File: config.mk
export PLATFORM = sky130hd
export DESIGN_NAME = sql_query_tokenizer
export DESIGN_NICKNAME = d
export VERILOG_FILES = /design/src/sqlt_pkg.sv /design/src/sqlt_word_class.sv /design/src/sql_query_tokenizer.sv
export SDC_FILE = /design/constraint.sdc
export NUM_CORES = 1
export LEC_CHECK = 0
export BUFFER_PORTS_ARGS = -buffer_cell sky130_fd_sc_hd__buf_2
export CORE_ASPECT_RATIO = 1.5
export CORE_MARGIN = 2
export CORE_UTILIZATION = 55
export CTS_BUF_LIST = sky130_fd_sc_hd__clkbuf_2
export CTS_CLUSTER_SIZE = 12
export DETAILED_ROUTE_END_ITERATION = 8
export GPL_TIMING_DRIVEN = 1
export PLACE_DENSITY = 0.75
export SYNTH_ARGS = -nofsm -noshare
export SYNTH_HDL_FRONTEND = slang
export SYNTH_SLANG_ARGS = --single-unit
File: constraint.sdc
create_clock -name clk -period 4.4 [get_ports clk]
set_input_delay 0.22 -clock clk [delete_from_list [all_inputs] [get_ports clk]]
set_output_delay 0.22 -clock clk [all_outputs]
set_load 0.005 [all_outputs]
File: src/sqlt_pkg.sv
// Package for the SQL query tokenizer: beat types, token codes, scan modes.
// No dependencies.
`timescale 1ns / 1ps

package sqlt_pkg;

    typedef struct packed {
        logic [7:0] char_code;
        logic       end_marker;
    } in_beat_t;

    typedef struct packed {
        logic [2:0]  token_class;
        logic [4:0]  token_detail;
        logic [15:0] start_position;
        logic [15:0] token_length;
        logic [2:0]  error_code;
        logic        last_of_run;
    } out_beat_t;

    typedef enum logic [7:0] {
        M_IDLE  = 8'b0000_0001,
        M_WORD  = 8'b0000_0010,
        M_NUM   = 8'b0000_0100,
        M_PEND  = 8'b0000_1000,
        M_BIN   = 8'b0001_0000,
        M_HEX   = 8'b0010_0000,
        M_QUOTE = 8'b0100_0000,
        M_JSON  = 8'b1000_0000
    } mode_t;

    localparam logic [2:0] C_KEYWORD = 3'd0;
    localparam logic [2:0] C_IDENT   = 3'd1;
    localparam logic [2:0] C_LITERAL = 3'd2;
    localparam logic [2:0] C_OPER    = 3'd3;
    localparam logic [2:0] C_SYMBOL  = 3'd4;
    localparam logic [2:0] C_EOF     = 3'd5;
    localparam logic [2:0] C_UNKNOWN = 3'd6;

    localparam logic [4:0] L_STRING   = 5'd0;
    localparam logic [4:0] L_CHAR     = 5'd1;
    localparam logic [4:0] L_INTEGER  = 5'd2;
    localparam logic [4:0] L_FLOAT    = 5'd3;
    localparam logic [4:0] L_BINARY   = 5'd4;
    localparam logic [4:0] L_HEX      = 5'd5;
    localparam logic [4:0] L_DATE     = 5'd6;
    localparam logic [4:0] L_TIME     = 5'd7;
    localparam logic [4:0] L_DATETIME = 5'd8;
    localparam logic [4:0] L_JSON     = 5'd9;
    localparam logic [4:0] L_BOOLEAN  = 5'd10;
    localparam logic [4:0] L_NULL     = 5'd11;

    localparam logic [4:0] OP_PLUS    = 5'd0;
    localparam logic [4:0] OP_MINUS   = 5'd1;
    localparam logic [4:0] OP_STAR    = 5'd2;
    localparam logic [4:0] OP_SLASH   = 5'd3;
    localparam logic [4:0] OP_PERCENT = 5'd4;
    localparam logic [4:0] OP_EQ      = 5'd5;
    localparam logic [4:0] OP_LT      = 5'd6;
    localparam logic [4:0] OP_GT      = 5'd7;
    localparam logic [4:0] OP_LE      = 5'd8;
    localparam logic [4:0] OP_GE      = 5'd9;
    localparam logic [4:0] OP_NE      = 5'd10;

    localparam logic [4:0] SYM_COMMA  = 5'd0;
    localparam logic [4:0] SYM_SEMI   = 5'd1;
    localparam logic [4:0] SYM_LPAREN = 5'd2;
    localparam logic [4:0] SYM_RPAREN = 5'd3;
    localparam logic [4:0] SYM_RBRACE = 5'd5;
    localparam logic [4:0] SYM_LBRACK = 5'd6;
    localparam logic [4:0] SYM_RBRACK = 5'd7;

    localparam logic [2:0] E_NONE  = 3'd0;
    localparam logic [2:0] E_QUOTE = 3'd1;
    localparam logic [2:0] E_BIN   = 3'd2;
    localparam logic [2:0] E_HEX   = 3'd3;
    localparam logic [2:0] E_JSON  = 3'd4;

    localparam int DATE_LEN     = 12;
    localparam int TIME_LEN     = 10;
    localparam int DATETIME_LEN = 21;

    localparam int NUM_KEYWORDS = 23;

    // Keywords packed right-aligned in 64 bits, with their lengths.
    function automatic logic [63:0] kw_chars(input int k);
        case (k)
            0:  kw_chars = 64'("SELECT");
            1:  kw_chars = 64'("FROM");
            2:  kw_chars = 64'("WHERE");
            3:  kw_chars = 64'("INSERT");
            4:  kw_chars = 64'("UPDATE");
            5:  kw_chars = 64'("DELETE");
            6:  kw_chars = 64'("CREATE");
            7:  kw_chars = 64'("DROP");
            8:  kw_chars = 64'("ALTER");
            9:  kw_chars = 64'("JOIN");
            10: kw_chars = 64'("ON");
            11: kw_chars = 64'("GROUP");
            12: kw_chars = 64'("BY");
            13: kw_chars = 64'("HAVING");
            14: kw_chars = 64'("ORDER");
            15: kw_chars = 64'("LIMIT");
            16: kw_chars = 64'("OFFSET");
            17: kw_chars = 64'("UNION");
            18: kw_chars = 64'("ALL");
            19: kw_chars = 64'("DISTINCT");
            20: kw_chars = 64'("AS");
            21: kw_chars = 64'("IN");
            22: kw_chars = 64'("IS");
            default: kw_chars = '0;
        endcase
    endfunction

    function automatic logic [3:0] kw_len(input int k);
        case (k)
            0, 3, 4, 5, 6, 13, 16:  kw_len = 4'd6;
            1, 7, 9:                kw_len = 4'd4;
            2, 8, 11, 14, 15, 17:   kw_len = 4'd5;
            10, 12, 20, 21, 22:     kw_len = 4'd2;
            18:                     kw_len = 4'd3;
            19:                     kw_len = 4'd8;
            default:                kw_len = 4'd0;
        endcase
    endfunction

    function automatic logic is_digit(input logic [7:0] c);
        is_digit = (c >= "0") && (c <= "9");
    endfunction

    function automatic logic is_alpha(input logic [7:0] c);
        is_alpha = ((c >= "A") && (c <= "Z")) || ((c >= "a") && (c <= "z"));
    endfunction

    function automatic logic is_space(input logic [7:0] c);
        is_space = (c == " ") || ((c >= 8'd9) && (c <= 8'd13));
    endfunction

    function automatic logic [7:0] to_upper(input logic [7:0] c);
        to_upper = ((c >= "a") && (c <= "z")) ? c - 8'd32 : c;
    endfunction

endpackage

File: src/sqlt_word_class.sv
// Classifies a finished word: keyword, boolean or null literal, or identifier.
// Depends on sqlt_pkg.
`timescale 1ns / 1ps

module sqlt_word_class #(
    parameter int LEN_BITS = 16,
    parameter int KEYWORD_CHARS = 8
) (
    input  logic [63:0]         word_chars,
    input  logic [LEN_BITS-1:0] run_length,
    output logic [2:0]          token_class,
    output logic [4:0]          token_detail
);
    import sqlt_pkg::*;

    logic len_ok;
    logic [NUM_KEYWORDS-1:0] hit;

    assign len_ok = run_length <= LEN_BITS'(KEYWORD_CHARS);

    always_comb
    begin
        for (int k = 0; k < NUM_KEYWORDS; k++)
        begin
            hit[k] = (word_chars == kw_chars(k)) && (run_length == LEN_BITS'(kw_len(k)));
        end
    end

    always_comb
    begin
        token_class  = C_IDENT;
        token_detail = 5'd0;
        if (len_ok)
        begin
            if (((word_chars == 64'("TRUE")) && (run_length == LEN_BITS'(4)))
                || ((word_chars == 64'("FALSE")) && (run_length == LEN_BITS'(5))))
            begin
                token_class  = C_LITERAL;
                token_detail = L_BOOLEAN;
            end
            else if ((word_chars == 64'("NULL")) && (run_length == LEN_BITS'(4)))
            begin
                token_class  = C_LITERAL;
                token_detail = L_NULL;
            end
            else
            begin
                for (int k = NUM_KEYWORDS - 1; k >= 0; k--)
                begin
                    if (hit[k])
                    begin
                        token_class  = C_KEYWORD;
                        token_detail = 5'(k);
                    end
                end
            end
        end
    end

endmodule

File: src/sql_query_tokenizer.sv
// Top level of the SQL query tokenizer: byte scanner and four-entry result queue.
// Depends on sqlt_pkg and sqlt_word_class.
//
//  channel | dir | payload              | handshake
//  in      | in  | sqlt_pkg::in_beat_t  | in_valid / in_ready
//  out     | out | sqlt_pkg::out_beat_t | out_valid / out_ready
//
// One byte per cycle while in_ready is high: each accepted beat is scanned
// combinationally and its tokens, up to two, land in a four-entry result queue.
// A byte is taken while the queue has room for two more tokens, so the
// input stalls when the output side holds off or two-token beats outrun it.
// Reset returns the scanner to the start of a query; the end marker does too.
`timescale 1ns / 1ps

module sql_query_tokenizer #(
    parameter int POSITION_BITS = 16,
    parameter int DEPTH_BITS    = 8,
    parameter int KEYWORD_CHARS = 8
) (
    input  logic                clk,
    input  logic                rst_n,
    input  sqlt_pkg::in_beat_t  in_data,
    input  logic                in_valid,
    output logic                in_ready,
    output sqlt_pkg::out_beat_t out_data,
    output logic                out_valid,
    input  logic                out_ready
);
    import sqlt_pkg::*;

    localparam int PB = POSITION_BITS;
    localparam logic [PB-1:0] POS_MAX = '1;
    localparam logic [DEPTH_BITS-1:0] DEPTH_MAX = '1;

    mode_t                 mode_reg, mode_next;
    logic [PB-1:0]         start_reg, start_next;
    logic [PB-1:0]         pos_reg, pos_next;
    logic [PB-1:0]         len_reg, len_next;
    logic [63:0]           word_reg, word_next;
    logic                  qdouble_reg, qdouble_next;
    logic                  esc_reg, esc_next;
    logic [DEPTH_BITS-1:0] depth_reg, depth_next;
    logic                  jstr_reg, jstr_next;
    logic                  jdouble_reg, jdouble_next;
    logic                  dot_reg, dot_next;
    logic [7:0]            held_reg, held_next;
    logic [2:0]            fmt_reg, fmt_next;

    // Result queue
    out_beat_t  q_mem [4];
    logic [1:0] q_rd_reg, q_wr_reg;
    logic [2:0] q_cnt_reg;

    logic       accept, pop;
    logic [7:0] c;
    logic       endm;
    out_beat_t  t0, t1;
    logic       v0, v1;

    logic [2:0] wc_class;
    logic [4:0] wc_detail;

    sqlt_word_class #(
        .LEN_BITS      (PB),
        .KEYWORD_CHARS (KEYWORD_CHARS)
    ) u_word (
        .word_chars   (word_reg),
        .run_length   (len_reg),
        .token_class  (wc_class),
        .token_detail (wc_detail)
    );

    assign in_ready  = q_cnt_reg <= 3'd2;
    assign accept    = in_valid && in_ready;
    assign out_valid = q_cnt_reg != 3'd0;
    assign pop       = out_valid && out_ready;
    assign out_data  = q_mem[q_rd_reg];
    assign c         = in_data.char_code;
    assign endm      = in_data.end_marker;

    function automatic out_beat_t mk(input logic [2:0] cls, input logic [4:0] det,
                                     input logic [PB-1:0] st, input logic [PB-1:0] ln,
                                     input logic [2:0] err);
        out_beat_t r;
        r.token_class    = cls;
        r.token_detail   = det;
        r.start_position = (PB > 16 && (st >> 16) != '0) ? 16'hFFFF : 16'(st);
        r.token_length   = (PB > 16 && (ln >> 16) != '0) ? 16'hFFFF : 16'(ln);
        r.error_code     = err;
        r.last_of_run    = 1'b0;
        return r;
    endfunction

    function automatic logic pat_ok(input logic [PB-1:0] i, input logic [7:0] ch,
                                    input int which);
        logic d;
        logic hit;
        d   = is_digit(ch);
        hit = 1'b0;
        case (which)
            0:
            begin
                if (i < PB'(10))
                    hit = (i == PB'(4) || i == PB'(7)) ? (ch == "-") : d;
            end
            1:
            begin
                if (i < PB'(8))
                    hit = (i == PB'(2) || i == PB'(5)) ? (ch == ":") : d;
            end
            default:
            begin
                if (i < PB'(19))
                begin
                    if (i == PB'(4) || i == PB'(7))       hit = ch == "-";
                    else if (i == PB'(10))                hit = ch == " ";
                    else if (i == PB'(13) || i == PB'(16)) hit = ch == ":";
                    else                                   hit = d;
                end
            end
        endcase
        return hit;
    endfunction

    always_comb
    begin
        logic            redo;
        logic [PB-1:0]   grown;
        logic [PB-1:0]   ln2;
        logic [4:0]      det;
        logic [7:0]      qc;
        logic [PB-1:0]   i;
        logic [4:0]      pdet;

        mode_next    = mode_reg;
        start_next   = start_reg;
        pos_next     = pos_reg;
        len_next     = len_reg;
        word_next    = word_reg;
        qdouble_next = qdouble_reg;
        esc_next     = esc_reg;
        depth_next   = depth_reg;
        jstr_next    = jstr_reg;
        jdouble_next = jdouble_reg;
        dot_next     = dot_reg;
        held_next    = held_reg;
        fmt_next     = fmt_reg;
        t0 = '0;
        t1 = '0;
        v0 = 1'b0;
        v1 = 1'b0;
        redo = 1'b0;
        grown = (len_reg != POS_MAX) ? len_reg + PB'(1) : len_reg;
        ln2 = '0;
        det = '0;
        qc = qdouble_reg ? 8'h22 : 8'h27;
        i = len_reg - PB'(1);
        pdet = (held_reg == "<") ? OP_LT : ((held_reg == ">") ? OP_GT : OP_MINUS);

        if (endm)
        begin
            v0 = 1'b1;
            case (mode_reg)
                M_WORD:  t0 = mk(wc_class, wc_detail, start_reg, len_reg, E_NONE);
                M_NUM:   t0 = mk(C_LITERAL, dot_reg ? L_FLOAT : L_INTEGER, start_reg,
                                 len_reg, E_NONE);
                M_PEND:  t0 = mk(C_OPER, pdet, start_reg, len_reg, E_NONE);
                M_QUOTE: t0 = mk(C_LITERAL, L_STRING, start_reg, len_reg, E_QUOTE);
                M_BIN:   t0 = mk(C_LITERAL, L_BINARY, start_reg, len_reg, E_BIN);
                M_HEX:   t0 = mk(C_LITERAL, L_HEX, start_reg, len_reg, E_HEX);
                M_JSON:  t0 = mk(C_LITERAL, L_JSON, start_reg, len_reg, E_JSON);
                default: v0 = 1'b0;
            endcase
            t1 = mk(C_EOF, 5'd0, pos_reg, '0, E_NONE);
            v1 = 1'b1;
            mode_next = M_IDLE;
            start_next = '0; pos_next = '0; len_next = '0; word_next = '0;
            qdouble_next = 1'b0; esc_next = 1'b0; depth_next = '0; jstr_next = 1'b0;
            jdouble_next = 1'b0; dot_next = 1'b0; held_next = '0; fmt_next = 3'b111;
        end
        else
        begin
            case (mode_reg)
                M_WORD:
                begin
                    if (len_reg == PB'(1) && c == 8'h27
                        && (word_reg[7:0] == "B" || word_reg[7:0] == "X"))
                    begin
                        mode_next = (word_reg[7:0] == "B") ? M_BIN : M_HEX;
                        len_next  = grown;
                    end
                    else if (is_alpha(c) || is_digit(c) || c == "_")
                    begin
                        len_next  = grown;
                        word_next = {word_reg[55:0], to_upper(c)};
                    end
                    else
                    begin
                        v0 = 1'b1;
                        t0 = mk(wc_class, wc_detail, start_reg, len_reg, E_NONE);
                        redo = 1'b1;
                    end
                end
                M_NUM:
                begin
                    if (is_digit(c))
                        len_next = grown;
                    else if (c == "." && !dot_reg)
                    begin
                        dot_next = 1'b1;
                        len_next = grown;
                    end
                    else
                    begin
                        v0 = 1'b1;
                        t0 = mk(C_LITERAL, dot_reg ? L_FLOAT : L_INTEGER, start_reg,
                                len_reg, E_NONE);
                        redo = 1'b1;
                    end
                end
                M_PEND:
                begin
                    if ((held_reg == "<" && (c == "=" || c == ">"))
                        || (held_reg == ">" && c == "="))
                    begin
                        len_next = grown;
                        v0 = 1'b1;
                        if (held_reg == ">")  det = OP_GE;
                        else if (c == "=")    det = OP_LE;
                        else                  det = OP_NE;
                        t0 = mk(C_OPER, det, start_reg, grown, E_NONE);
                        mode_next = M_IDLE;
                    end
                    else if (held_reg == "-" && is_digit(c))
                    begin
                        len_next  = grown;
                        mode_next = M_NUM;
                        dot_next  = 1'b0;
                    end
                    else
                    begin
                        v0 = 1'b1;
                        t0 = mk(C_OPER, pdet, start_reg, len_reg, E_NONE);
                        redo = 1'b1;
                    end
                end
                M_BIN, M_HEX:
                begin
                    len_next = grown;
                    if (c == 8'h27)
                    begin
                        v0 = 1'b1;
                        t0 = mk(C_LITERAL, (mode_reg == M_BIN) ? L_BINARY : L_HEX,
                                start_reg, grown, E_NONE);
                        mode_next = M_IDLE;
                    end
                end
                M_QUOTE:
                begin
                    len_next = grown;
                    if (!esc_reg && c == qc)
                    begin
                        ln2 = grown;
                        if (qdouble_reg)                                    det = L_STRING;
                        else if (fmt_reg[0] && ln2 == PB'(DATE_LEN))        det = L_DATE;
                        else if (fmt_reg[1] && ln2 == PB'(TIME_LEN))        det = L_TIME;
                        else if (fmt_reg[2] && ln2 == PB'(DATETIME_LEN))    det = L_DATETIME;
                        else det = (ln2 == PB'(3)) ? L_CHAR : L_STRING;
                        v0 = 1'b1;
                        t0 = mk(C_LITERAL, det, start_reg, ln2, E_NONE);
                        mode_next = M_IDLE;
                    end
                    else
                    begin
                        if (esc_reg)        esc_next = 1'b0;
                        else if (c == "\\") esc_next = 1'b1;
                        if (!pat_ok(i, c, 0)) fmt_next[0] = 1'b0;
                        if (!pat_ok(i, c, 1)) fmt_next[1] = 1'b0;
                        if (!pat_ok(i, c, 2)) fmt_next[2] = 1'b0;
                    end
                end
                M_JSON:
                begin
                    len_next = grown;
                    if (jstr_reg)
                    begin
                        if (esc_reg)        esc_next = 1'b0;
                        else if (c == "\\") esc_next = 1'b1;
                        else if (c == (jdouble_reg ? 8'h22 : 8'h27)) jstr_next = 1'b0;
                    end
                    else if (c == 8'h22 || c == 8'h27)
                    begin
                        jstr_next    = 1'b1;
                        jdouble_next = c == 8'h22;
                    end
                    else if (c == "{")
                    begin
                        if (depth_reg != DEPTH_MAX) depth_next = depth_reg + DEPTH_BITS'(1);
                    end
                    else if (c == "}")
                    begin
                        if (depth_reg <= DEPTH_BITS'(1))
                        begin
                            depth_next = '0;
                            v0 = 1'b1;
                            t0 = mk(C_LITERAL, L_JSON, start_reg, grown, E_NONE);
                            mode_next = M_IDLE;
                        end
                        else
                            depth_next = depth_reg - DEPTH_BITS'(1);
                    end
                end
                default: redo = 1'b1;
            endcase

            if (redo)
            begin
                start_next = pos_reg;
                len_next   = PB'(1);
                mode_next  = M_IDLE;
                if (is_space(c))
                begin
                end
                else if (is_digit(c))
                begin
                    mode_next = M_NUM;
                    dot_next  = 1'b0;
                end
                else if (c == "-" || c == "<" || c == ">")
                begin
                    mode_next = M_PEND;
                    held_next = c;
                end
                else if (c == 8'h22 || c == 8'h27)
                begin
                    mode_next    = M_QUOTE;
                    qdouble_next = c == 8'h22;
                    esc_next     = 1'b0;
                    fmt_next     = 3'b111;
                end
                else if (c == "{")
                begin
                    mode_next  = M_JSON;
                    depth_next = DEPTH_BITS'(1);
                    jstr_next  = 1'b0;
                    esc_next   = 1'b0;
                end
                else if (is_alpha(c))
                begin
                    mode_next = M_WORD;
                    word_next = {56'd0, to_upper(c)};
                end
                else
                begin
                    v1 = 1'b1;
                    case (c)
                        "+": t1 = mk(C_OPER, OP_PLUS, pos_reg, PB'(1), E_NONE);
                        "*": t1 = mk(C_OPER, OP_STAR, pos_reg, PB'(1), E_NONE);
                        "/": t1 = mk(C_OPER, OP_SLASH, pos_reg, PB'(1), E_NONE);
                        "%": t1 = mk(C_OPER, OP_PERCENT, pos_reg, PB'(1), E_NONE);
                        "=": t1 = mk(C_OPER, OP_EQ, pos_reg, PB'(1), E_NONE);
                        ",": t1 = mk(C_SYMBOL, SYM_COMMA, pos_reg, PB'(1), E_NONE);
                        ";": t1 = mk(C_SYMBOL, SYM_SEMI, pos_reg, PB'(1), E_NONE);
                        "(": t1 = mk(C_SYMBOL, SYM_LPAREN, pos_reg, PB'(1), E_NONE);
                        ")": t1 = mk(C_SYMBOL, SYM_RPAREN, pos_reg, PB'(1), E_NONE);
                        "}": t1 = mk(C_SYMBOL, SYM_RBRACE, pos_reg, PB'(1), E_NONE);
                        "[": t1 = mk(C_SYMBOL, SYM_LBRACK, pos_reg, PB'(1), E_NONE);
                        "]": t1 = mk(C_SYMBOL, SYM_RBRACK, pos_reg, PB'(1), E_NONE);
                        default: t1 = mk(C_UNKNOWN, 5'd0, pos_reg, PB'(1), E_NONE);
                    endcase
                end
            end
            if (pos_reg != POS_MAX) pos_next = pos_reg + PB'(1);
        end

        // Tag the final token of this beat.
        if (v1)      t1.last_of_run = 1'b1;
        else if (v0) t0.last_of_run = 1'b1;
    end

    always_ff @(posedge clk or negedge rst_n)
    begin
        if (!rst_n)
        begin
            mode_reg    <= M_IDLE;
            start_reg   <= '0;
            pos_reg     <= '0;
            len_reg     <= '0;
            word_reg    <= '0;
            qdouble_reg <= 1'b0;
            esc_reg     <= 1'b0;
            depth_reg   <= '0;
            jstr_reg    <= 1'b0;
            jdouble_reg <= 1'b0;
            dot_reg     <= 1'b0;
            held_reg    <= '0;
            fmt_reg     <= 3'b111;
        end
        else if (accept)
        begin
            mode_reg    <= mode_next;
            start_reg   <= start_next;
            pos_reg     <= pos_next;
            len_reg     <= len_next;
            word_reg    <= word_next;
            qdouble_reg <= qdouble_next;
            esc_reg     <= esc_next;
            depth_reg   <= depth_next;
            jstr_reg    <= jstr_next;
            jdouble_reg <= jdouble_next;
            dot_reg     <= dot_next;
            held_reg    <= held_next;
            fmt_reg     <= fmt_next;
        end
    end

    logic       push0, push1;
    logic [1:0] n_push;
    assign push0  = accept && v0;
    assign push1  = accept && v1;
    assign n_push = 2'(push0) + 2'(push1);

    always_ff @(posedge clk)
    begin
        if (push0)
            q_mem[q_wr_reg] <= t0;
        if (push1)
            q_mem[push0 ? q_wr_reg + 2'd1 : q_wr_reg] <= t1;
    end

    always_ff @(posedge clk or negedge rst_n)
    begin
        if (!rst_n)
        begin
            q_rd_reg  <= '0;
            q_wr_reg  <= '0;
            q_cnt_reg <= '0;
        end
        else
        begin
            q_wr_reg  <= q_wr_reg + n_push;
            q_rd_reg  <= q_rd_reg + 2'(pop);
            q_cnt_reg <= q_cnt_reg + 3'(n_push) - 3'(pop);
        end
    end

endmodule

==> results of run 1 <==
==> cell families (layout without fill, tap and decap cells) <==
family / Yosys count / count (layout) / share of synthesized area
AO/OA/AOI/OAI: 530 / 530 / 0.185
buffers and inverters: 193 / 355 / 0.0421
XOR/XNOR: 27 / 27 / 0.0124
AND/OR/NAND/NOR: 917 / 917 / 0.249
adder cells (fa/ha/maj): 24 / 24 / 0.0162
flip-flops: 327 / 327 / 0.435
other: 0 / 7 / 0
multiplexers: 61 / 61 / 0.0614
==> area by class of cell <==
type | count | share of cell area
Antenna cell | 7 | 0.000835
Clock buffer | 118 | 0.0281
Clock inverter | 22 | 0.00596
Inverter | 33 | 0.00590
Multi-Input combinational cell | 1559 | 0.476
Sequential cell | 327 | 0.394
Tap cell | 425 | 0.0253
Timing Repair Buffer | 182 | 0.0634
==> worst max-delay path, stage by stage, from the launching register on <==
cell	delay (ns)
dfrtp_1	0.45
or4_4	0.57
or4_4	0.53
nor4_4	0.37
nor3_2	0.14
a311oi_4	0.38
ha_1	0.32
inv_1	0.07
ha_1	0.22
inv_1	0.06
ha_1	0.13
inv_1	0.05
fa_1	0.38
xor2_1	0.17
xnor2_1	0.12
==> final timing paths <==
check / start / endpoint / slack [ns] / cells past startpoint
max in group asynchronous: rst_n / start_reg[3]$_DFFE_PN0P_ / 3.38 / 4
hold reg to reg: q_mem[3][12]$_SDFFE_PP0P_ / q_mem[3][12]$_SDFFE_PP0P_ / 0.46 / 2
hold / removal: in_data[5] / word_reg[4]$_DFFE_PN0P_ / 0.13 / 3
setup / recovery: depth_reg[2]$_DFFE_PN0P_ / q_cnt_reg[2]$_DFF_PN0_ / 0.34 / 14
min in group asynchronous: rst_n / pos_reg[3]$_DFFE_PN0P_ / 0.27 / 3
setup reg to reg: depth_reg[2]$_DFFE_PN0P_ / q_cnt_reg[2]$_DFF_PN0_ / 0.34 / 14
==> power groups by stage <==
stage	Combinational [W]	Sequential, W	Clock (W)
final	0.00245	0.00373	0.00205
after global routing	0.00265	0.00377	0.00224
after CTS	0.00243	0.00373	0.00210
after detailed placement	0.00241	0.00379	0
after global placement	0.00237	0.00377	0
after floorplan	0.00168	0.00365	0
==> through the flow <==
| step | power [W] | util | cell area [um2] |
|---|---|---|---|
| final | 0.00823 | 0.614 | 21000 |
| after global routing | 0.00866 | 0.614 | 21000 |
| after CTS | 0.00826 | 0.614 | 21000 |
| after floorplan | 0.00533 | - | 19000 |
| after global placement | 0.00614 | 0.586 | 20000 |
| after detailed placement | 0.00620 | 0.586 | 20000 |
==> cells in the final DEF, fill, tap and decap left out, types with 18 or more instances in the layout <==
cell type      Yosys  routed
or3_1             20      20
nand2_1          233     233
dfxtp_1           80      80
ha_1              23      23
inv_1             31      31
buf_2             34      58
nor3_1            59      58
mux4_2            44      44
o31ai_1           32      32
edfxtp_1          96      96
dfrtp_1          147     145
and2_1            24      23
buf_4              3     100
a21oi_1          115     115
a211oi_1          18      18
clkbuf_2           0     118
nand4_1           57      57
nand3_1          137     137
dlygate4sd3_1      0      19
nor2_1           179     179
a22o_1            86      86
nor2b_1           18      18
nor4_1            46      45
o21ai_0          157     157
==> metal layers <==
metal	global-route usage	up-vias	wire length, um
met5	0	-	0
met2	0.604	968	32000
met1	0.418	8721	23700
li1	-	8097	-
met4	0.191	0	3280
met3	0.0651	222	4620
==> flow_summary.ini, run 1 <==
[outcome]
status = finished clean

[sta]
whs_ns = 0.130
max_slew.worst_pin.slew_ns = 0.949
hold_violations = 0
slew_headroom = 0.364
slew_viol_final = 0
rsz0062_at_grt = false
layout_min_cycle_time_ns = 4.06
fmax_ghz = 0.247
finalSetupViolCount = 0
tns_ns = 0
post-route-period-util = 0.922
setup_ws_ns = 0.344
finClkSkew_ns = 0.126

[clock_tree]
cts.reportedPaths.clkPinSlew_ns = 0.11
clkSinkCount = 327
cts_resized = 0
clkLatencyLatePin_ns = 1.02
cts_root_buf = clkbuf_2
cts_buffers = 78
cts_max_path_buffers = 3
cts_setup_buffers = 0
cts_tree = built
htree_levels = 3
hold_buffers = 20

[finish]
syn_to_final_growth_pct = 10.3
largest_reg_flops = 176
regArea_mm2 = 0.00827
fin_nets = 2218
drive_above_1_share = 0.174
nFillCells = 2946
final_cells = 2673
multi_input_area_mm2 = 0.0100

[global_routing]
antenna_found_initial = 7
grt_first_pass_wirelength_um = 98900
overflow = 0
grt_usage = 0.352
grt_max_degree = 81
grt_pass1_vias = 17800

[setup_path]
critPathKind = reg -> reg
arrival_ns = 4.93
cp-start-kind = register
end_kind = register
worstPathRequired_ns = 5.28
cp_max_fo = 8

[synthesis]
synth_edf_count = 96
synth_area_leaders = dfrtp_1 (19%), edfxtp_1 (15%), dfxtp_1 (8.4%)
syn-num-nets = 2116
synthFlopType = dfrtp_1
syn-cell-area_mm2 = 0.0190
yosysUniqueCellTypes = 81
synth_top_cell_by_area = dfrtp_1
synth_seq_cells = 327
synth_top_area_share = 0.193
post-synth-top-count-cell = nand2_1
syn_avg_cell_area_um2 = 9.15
synth-async-reset-ratio = 0.462
syn_inst = 2079
ys_seq_area_frac = 0.435
yosysWarnings = 0
synthTopCellsByCount = nand2_1 (233), nor2_1 (179), o21ai_0 (157)

[route]
wl_per_cell_um = 23.8
drt-initial-drc-count = 1649
vias = 18000
drt_pass1_iterations = 6
antenna_left = 0
avgViaCountPerCell = 6.74
drt_wl_total_um = 63600
route.detailed.drc = 0

[floorplan]
fp.coreArea_mm2 = 0.0342
ios = 59
rows = 83
die_area_mm2 = 0.0361
chipWidth_um = 156
die_h_um = 232
initial_core_util = 0.557

[power_and_ir_drop]
ir_drop_v = 0.000460
p_per_area_mw_per_mm2 = 392
power.leakage_nw = 8.02
switching_share = 0.367
pwr-share-clk = 0.249
p_comb_frac = 0.298
intPower_w = 0.00522
seqPwrFrac = 0.453
switchingPower_w = 0.00302

[place]
gp_routability_congestion = 1.02
numPortBuffers = 58
dp_cells = 2505
post-place-ws_ns = 0.416
dpl.hpwl_um = 45100

[run]
timing.max_cap.violations = 0

[worst_hold_path]
worstHoldPathType = in -> reg
No activity file was read; power rests on OpenSTA's default activity.
==> inputs of run 2 (changes only) <==
MAX_ROUTING_LAYER = met4   (was default)
==> run 2 against run 1 <==
Cell count fell by 0.60%. Die area stayed put. Clock skew decreased by 0.044 ns. Worst hold slack better by 0.12 ns. Sequential share of layout area increased by 0.15 points. Count of clock-buffer cells in the layout fell by 13. Critical endpoint unchanged. Largest cell class unchanged.
==> flow_summary.ini, run 2 (synthesized netlist as in run 1, its figures left out) <==
[outcome]
status = finished clean

[power_and_ir_drop]
ir_drop_v = 0.000420
switchingPower_w = 0.00302
pwr-share-clk = 0.244
p_comb_frac = 0.290
p_total_w = 0.00817
switching_share = 0.370
intPower_w = 0.00515
p_per_area_mw_per_mm2 = 391
seqPwrFrac = 0.466
power.leakage_nw = 7.95

[setup_path]
cp-start-kind = register
cp_num_buf_inv = 3
r2r_cells = 14
worstPathRequired_ns = 5.23
arrival_ns = 4.90
critPathTopFamily = simple AND/OR/NAND/NOR gates
max_stage_delay_ns = 0.58
r2r-end = q_cnt_reg[2]$_DFF_PN0_
worstPathCellList = or4_4, or4_4, nor4_4, nor3_2, a311oi_4, ha_1, inv_1, ha_1, inv_1, ha_1, inv_1, fa_1, xor2_1, xnor2_1
critPathKind = reg -> reg
slowest_stage = or4_4
r2r-start = depth_reg[2]$_DFFE_PN0P_
r2r_setup_slack_ns = 0.33
end_kind = register
cp_max_fo = 8

[global_routing]
antenna_found_initial = 2
overflow = 0
grt_max_degree = 65
grt_pass1_vias = 17800
grt_usage = 0.361
grt_first_pass_wirelength_um = 98700

[sta]
max_slew.worst_pin.slew_ns = 0.971
layout_min_cycle_time_ns = 4.07
finClkSkew_ns = 0.0820
rsz0062_at_grt = false
tns_ns = 0
hold_violations = 0
finalSetupViolCount = 0
fmax_ghz = 0.245
slew_viol_final = 0
slew_headroom = 0.346
post-route-period-util = 0.926

[place]
numPortBuffers = 58
gp_routability_congestion = 1.01
dpl.hpwl_um = 45100

[worst_hold_path]
hold_start = in_data[5]
hold_depth = 4
holdPathEnd = word_reg[4]$_DFFE_PN0P_
worstHoldPathType = in -> reg

[route]
drt_wl_total_um = 63400
antenna_left = 0
avgViaCountPerCell = 6.79
drt-initial-drc-count = 1676
wl_per_cell_um = 23.9
route.detailed.drc = 0
vias = 18100
drt_pass1_iterations = 7

[clock_tree]
cts_root_buf = clkbuf_2
cts_max_path_buffers = 3
cts_buffers = 79
clkSinkCount = 327
cts_tree = built
cts.reportedPaths.clkPinSlew_ns = 0.12
cts_setup_buffers = 0
htree_levels = 3
clkLatencyLatePin_ns = 1.00
cts_resized = 0

[floorplan]
die_h_um = 232
chipWidth_um = 156
ios = 59
initial_core_util = 0.557
fp.coreArea_mm2 = 0.0342
die_area_mm2 = 0.0361
rows = 83

[finish]
fin_nets = 2215
largest_reg_flops = 176
nFillCells = 2943
final_cell_mix = nand2_1 (233), nor2_1 (179), o21ai_0 (157)
drive_above_1_share = 0.171
fin_util = 0.612
final_common_cell = nand2_1
syn_to_final_growth_pct = 9.88

[run]
timing.max_cap.violations = 0
run 2: cell count changes in the layout (fill, tap and decap cells not counted), sizes merged:
cell / change
clkbuf: -13
diode: -4
dlygate4sd3: -4
clkinv: +2
clkinvlp: +2
inv: +1
run 2: worst max-delay path by stage:
stage / cells past startpoint / slack [ns] / start / endpoint
after global placement: 16 / 0.34 / in_data[7] / q_cnt_reg[2]$_DFF_PN0_
after floorplan: 19 / 0.30 / len_reg[1]$_DFFE_PN0P_ / q_cnt_reg[2]$_DFF_PN0_
final: 14 / 0.33 / depth_reg[2]$_DFFE_PN0P_ / q_cnt_reg[2]$_DFF_PN0_
after CTS: 14 / 0.33 / depth_reg[2]$_DFFE_PN0P_ / q_cnt_reg[2]$_DFF_PN0_
after global routing: 16 / 0.15 / word_reg[5]$_DFFE_PN0P_ / q_cnt_reg[2]$_DFF_PN0_
after detailed placement: 16 / 0.31 / in_data[7] / q_cnt_reg[2]$_DFF_PN0_
run 2: cell type report:
class | count | area, um2 | share of cell area
tap | 425 | 532 | 0.0254
inverter | 33 | 124 | 0.00592
antenna | 3 | 7.51 | 0.000359
timing repair buffer | 178 | 1290 | 0.0618
clock buffer | 105 | 526 | 0.0251
multi-input combinational | 1559 | 10000 | 0.478
sequential | 327 | 8270 | 0.396
clock inverter | 27 | 151 | 0.00724
run 2: power by group through the flow:
stage                     sequential, W  clock (W)  combinational (W)
after CTS                       0.00381    0.00204            0.00234
after floorplan                 0.00365          0            0.00168
final                           0.00381    0.00200            0.00237
after global routing            0.00386    0.00219            0.00257
after global placement          0.00385          0            0.00229
after detailed placement        0.00387          0            0.00231
run 2: what timing repair did:
| item | 4_1_cts | 5_1_grt |
|---|---|---|
| hold buffers | 16 | 0 |
| setup endpoints to repair | 0 | 0 |
| hold endpoints to repair | 202 | 0 |
run 2: through the flow:
stage               hold slack [ns]  setup WS, ns  cells  instance area (um2)
global route                  0.248         0.152   2656                20900
global placement              0.283         0.335   2506                20000
CTS                           0.195         0.326   2654                20900
detailed placement            0.295         0.307   2506                20000
floorplan                   -0.0756         0.296   2079                19000
finish                        0.254         0.326   2657                20900
run 2: metal layers:
metal | part of all wire | global-route usage | routed length (um) | vias up
li1 | - | - | - | 8087
met1 | 0.37 | 0.408 | 23200 | 8713
met2 | 0.50 | 0.608 | 31700 | 973
met3 | 0.075 | 0.0558 | 4770 | 280
met4 | 0.059 | 0.209 | 3720 | 0
met5 | 0 | - | 0 | -
run 2: worst min-delay path, cell delays in order:
cell,delay [ns]
dlygate4sd3_1,0.53
buf_2,0.12
buf_4,0.19
a22o_1,0.15
